==> config.mk <==
export PLATFORM = sky130hd
export DESIGN_NAME = lzwd_ram
export DESIGN_NICKNAME = d
export VERILOG_FILES = /design/src/hw/rtl/lzwd_ram.sv
export SDC_FILE = /design/constraint.sdc
export NUM_CORES = 2
export LEC_CHECK = 0
export BUFFER_PORTS_ARGS = -buffer_cell sky130_fd_sc_hd__buf_2
export CAP_MARGIN = 20
export CORE_MARGIN = 2
export CORE_UTILIZATION = 46
export CTS_CLUSTER_SIZE = 25
export DETAILED_ROUTE_END_ITERATION = 12
export PLACE_DENSITY = 0.67
export RECOVER_POWER = 50
export SKIP_CTS_REPAIR_TIMING = 1
export SLEW_MARGIN = 25
export SYNTH_ARGS = -nofsm -noshare
export SYNTH_HDL_FRONTEND = slang
export SYNTH_SLANG_ARGS = --single-unit
export TNS_END_PERCENT = 20
==> constraint.sdc <==
create_clock -name clock -period 2.71 [get_ports clock]
set_input_delay 0.1355 -clock clock [delete_from_list [all_inputs] [get_ports clock]]
set_output_delay 0.1355 -clock clock [all_outputs]
set_load 0.1 [all_outputs]
==> src/hw/rtl/lzwd_ram.sv <==
// lzwd_ram: generic single-port-write, single-port-read ram with registered read
// no dependencies
module lzwd_ram #(
   parameter int Width = 8,
   parameter int Depth = 256
) (
   input  logic                     clock,
   input  logic                     wr_en,
   input  logic [$clog2(Depth)-1:0] wr_addr,
   input  logic [Width-1:0]         wr_data,
   input  logic [$clog2(Depth)-1:0] rd_addr,
   output logic [Width-1:0]         rd_data
);
   logic [Width-1:0] mem [Depth];
   logic [Width-1:0] rd_data_ff;

   always_ff @(posedge clock) begin
      if (wr_en) mem[wr_addr] <= wr_data;
      rd_data_ff <= mem[rd_addr];
   end
   assign rd_data = rd_data_ff;
endmodule

; ---- After elaboration in Yosys (flattened, before gate mapping)
; Memories as Yosys holds them, arrays and structs flattened. A register that Yosys moved wholly into a read port is not among the register bits.
; Index checks and enable logic that the tools add are counted.
[op_classes]
add_sub_neg = 0
n_mul = 0
div_mod_pow = 0
order_cmp = 0
eq_ne = 0
shift = 0
n_mux = 2
bitwise_logic = 0
reduce_logical = 0
[op_table]
columns = operator, count
row1 = 1-bit two-way mux, 2
[totals]
regBits = 0
latchBits = 0
mem_bits_rw = 2048
romBits = 0
in_bits = 26
n_memories = 1
[mem_list]
columns = memory, words, word_bits, read_ports, rd_clocked_by_memory_dff, write_ports, line_no
row1 = mem, 256, 8, 1, 1, 1, 14  ; logic [Width-1:0] mem [Depth];

; ---- Depth between registers and ports, before layout
[depth]
ltp_word = 2
ltp_mapped = 11
mapped_depth_nobuf = 6

; ---- Least setup slack after synthesis
; No wires, ideal clock.
[synth_path]
path_kind = input port to flip-flop
from = input port rd_addr[0]
to = register rd_data_ff[2] (netlist: rd_data[2]), read port of mem
setup_time_ns = 0.131
arrival_ns = 1.942
required_ns = 2.579
slack_ns = 0.637
stages = 9
path_buffers = 4
path_cell_list = buf_6 -> buf_12 -> buf_8 -> buf_2 -> mux4_2 -> a22oi_1 -> a21oi_1 -> nor4_1 -> nor4_2
[synth_lines]
columns = item, line_no
row1 = from (decl), 11  ; input logic [$clog2(Depth)-1:0] rd_addr,
row2 = to (decl), 15  ; logic [Width-1:0] rd_data_ff;

; ---- Worst setup path after layout
[layout_path]
from = input port wr_addr[2]
to = memory mem[211][0], enable pin
[layout_lines]
columns = item, line_no
row1 = from (decl), 9  ; input logic [$clog2(Depth)-1:0] wr_addr,
row2 = to (decl), 14
; Straight into the memory's write port.

==> reports/results.md <==
### Status
* finished, violations left — status
* capacitance limit, slew limit — failing checks

### Critical path
* flip-flop — nature of the critical path endpoint
* 3.09 ns — CP Data Required Time
* primary input — kind of start point of the critical path
* 13 — maximum fanout along the worst path
* 3.08 ns — critical path arrival
* in -> reg — type of the worst setup path

### STA
* 501 — fin. max-slew vios
* no — setup repair after global routing missed its margin
* 0 — Final Hold Fails
* 99.55% — share of the clock period used by the worst path after layout
* -65.37% — Relative slew margins
* 2.698 ns — Min Clock Period, post-route
* 0.07045 ns — smallest hold slack
* 2.481 ns — transition time at the pin with the least slew margin
* 0.05441 ns — worst-case clock skew
* 0 — # setup viols final
* 0.3707 GHz — maximum achievable frequency

### Run
* 10 — Maximum Capacitance Violations

### Logic synthesis
* 55 — Synth cell types
* 77.50% — sequential area share after synthesis
* 2048 — number of flops mapped to enable cells by yosys
* 0 — count of yosys warnings during synthesis
* sky130_fd_sc_hd__edfxtp_1, sky130_fd_sc_hd__mux4_2, sky130_fd_sc_hd__mux2i_1, sky130_fd_sc_hd__nor2_1, sky130_fd_sc_hd__a22oi_1 — dominant cells by area after synthesis
* 3759 — Post-Synthesis Net Count
* 3733 — post-synthesis instance total
* sky130_fd_sc_hd__edfxtp_1 — most common flop cell mapped by yosys
* 0% — Async SR Flop Fraction
* sky130_fd_sc_hd__edfxtp_1, sky130_fd_sc_hd__mux4_2, sky130_fd_sc_hd__nor2_1 — most used standard cells in the synthesized netlist
* 0.07956 mm² — post-synthesis cell area
* 77.30% — portion of synthesized cell area occupied by the leading cell type
* 21.31 µm² — Mapped Avg Cell Area
* sky130_fd_sc_hd__edfxtp_1 — most used standard cell by instance count after synthesis
* 2056 — register bit count reported by yosys
* sky130_fd_sc_hd__edfxtp_1 — cell type contributing the most total cell area after synthesis

### Power and ir drop
* 51350 µW — design internal power
* 0.02929 µW — standby leakage power
* 21.54% — net switching share of the total power
* 709.6 mW/mm² — power density normalized to cell area
* 53.7% — fraction of power consumed by sequential logic
* 14090 µW — reported net switching power
* 0.6947 mV — maximum vdd drop
* 5.6% — part of the total power dissipated in combinational logic
* 40.7% — share of total power in the clock network

### Final layout
* 0.01651 mm² — footprint of the multi-input gates
* 53.70% — utilization after layout
* 4331 — net total in the final layout
* 0.06166 mm² — area of all sequential standard cells
* 28.17% — fraction of final layout cells with drive strength greater than 1
* 12990 — fillers
* 15.92% — area growth from synthesis to final layout
* 6787 — count of placed standard cells in the final layout, fillers left out

### CTS
* 0.85 ns — insertion delay of the later-clocked pin in the worst-skew pair
* 2056 — sink count of the clock tree
* sky130_fd_sc_hd__clkbuf_16 — CTS Root Buffer Type
* 4 — maximum level of the CTS H-tree
* 0.06 ns — CTS clk-pin slew, worst paths
* 199 — TritonCTS Buffers
* built — CTS tree
* 3 — Max clock buf depth

### Route
* 0 — remaining antenna violation count after routing
* 5375 — Starting DRT DRC Count
* 29.44 µm — Routed WL per cell
* 5.985 — mean number of vias per cell
* 40620 — number of vias after detailed routing
* 0 — post-detailed-route DRC marker count
* 7 — first-pass detailed-route iteration total
* 199800 µm — total wire length

### Floorplan
* 152 — floorplan row count
* 419.9 µm — Die Y-Extent
* 46.33% — starting density of the core
* 419.9 µm — die width
* 0.1717 mm² — area inside the core boundary
* 0.1763 mm² — area enclosed by the die boundary
* 34 — I/O Pins

### Global routing
* 114 — pin count of the biggest net entering global routing
* 40600 — vias in the first global route
* 22.79% — Total Routing Usage GR
* 0 — remaining global-route overflow
* 7 — antenna violations before repair
* 287400 µm — first-pass GRT wire length

### Place
* 0.8946 — routability cong.
* 6406 — placed cell count
* 33 — IO buf count
* 127700 µm — HPWL reported at the end of detailed placement

### Worst hold path
* in -> reg — type of the worst min-delay path

==> per-stage QoR <==
step | power, µW | setup WS [ns] | setup TNS, ns | area [µm²]
finish | 65440 | 0.01216 | 0 | 92220
CTS | 65820 | -0.05753 | -0.08333 | 92510
floorplan | 37630 | 0.6366 | 0 | 79560
global route | 67200 | 0.03139 | 0 | 92210
detailed placement | 39460 | -0.4887 | -2.724 | 86260
global placement | 39390 | -0.4518 | -2.564 | 86260
==> cell families after synthesis <==
kind of cell    count (synthesis)  share of synthesized area (%)
compound gates                385                          3.419
simple gates                  466                          2.628
buf+inv                       235                          1.831
flops                        2056                          77.50
mux                           591                          14.62
==> power by group through the flow <==
stage | Clock [µW] | Sequential [µW] | Combinational, µW
3_3_place_gp | 0 | 35800 | 3610
3_5_place_dp | 0 | 35800 | 3660
4_1_cts | 27000 | 35100 | 3670
6_report | 26600 | 35100 | 3670
5_1_grt | 28200 | 35100 | 3840
2_1_floorplan | 0 | 35900 | 1700
==> critical path: stages <==
cell	delay (ns)
sky130_fd_sc_hd__buf_2	0.20
sky130_fd_sc_hd__nor2_1	0.07
sky130_fd_sc_hd__buf_4	0.16
sky130_fd_sc_hd__nand4_1	0.08
sky130_fd_sc_hd__clkbuf_1	1.73
sky130_fd_sc_hd__nor2_1	0.68
==> layer usage <==
layer  global-route usage (%)  part of all wire [%]  vias up
li1                         -                     -    16850
met1                    31.93                    39    21360
met2                    35.13                    47     2056
met3                    5.354                   9.9      350
met4                    8.249                   3.7        2
met5                        0                0.0050        -
==> worst paths after layout <==
path	to	slack [ns]	cells past startpoint	from
worst min register to register	rd_data[6]	1.10	5	mem[144][6]
worst max register to register	rd_data[5]	0.07	7	mem[211][5]
worst min-delay path	mem[157][1]	0.07	4	wr_addr[2]
worst max-delay path	mem[211][0]	0.01	6	wr_addr[2]
==> sequential cells by signal, indices dropped and copies added, names as in the netlist <==
name and count:
mem 2048, rd_data 8
==> final cells by class <==
type | instances | share of cell area (%)
diodes | 4 | 0.01085
repair buffers | 604 | 5.304
clock buffers | 259 | 5.747
clock inverters | 110 | 1.030
well taps | 2310 | 3.134
flip-flops and latches | 2056 | 66.86
inverters | 2 | 0.008140
multi-input cells | 1442 | 17.91
==> layout by cell type (no fill, tap or decap), drive strengths merged, types with 10 or more instances in the layout <==
cell / instances
nand3: 34
bufinv: 12
o221ai: 47
a21oi: 96
clkinv: 90
nor2b: 31
o211ai: 10
o22ai: 28
a221oi: 14
edfxtp: 2048
clkbuf: 349
mux4: 456
a211oi: 16
nor3: 22
o21ai: 12
buf: 506
nand2: 33
nor4: 27
a22oi: 133
nand4: 10
mux2i: 134
nor2: 282
No activity file was read; power rests on OpenSTA's default activity.
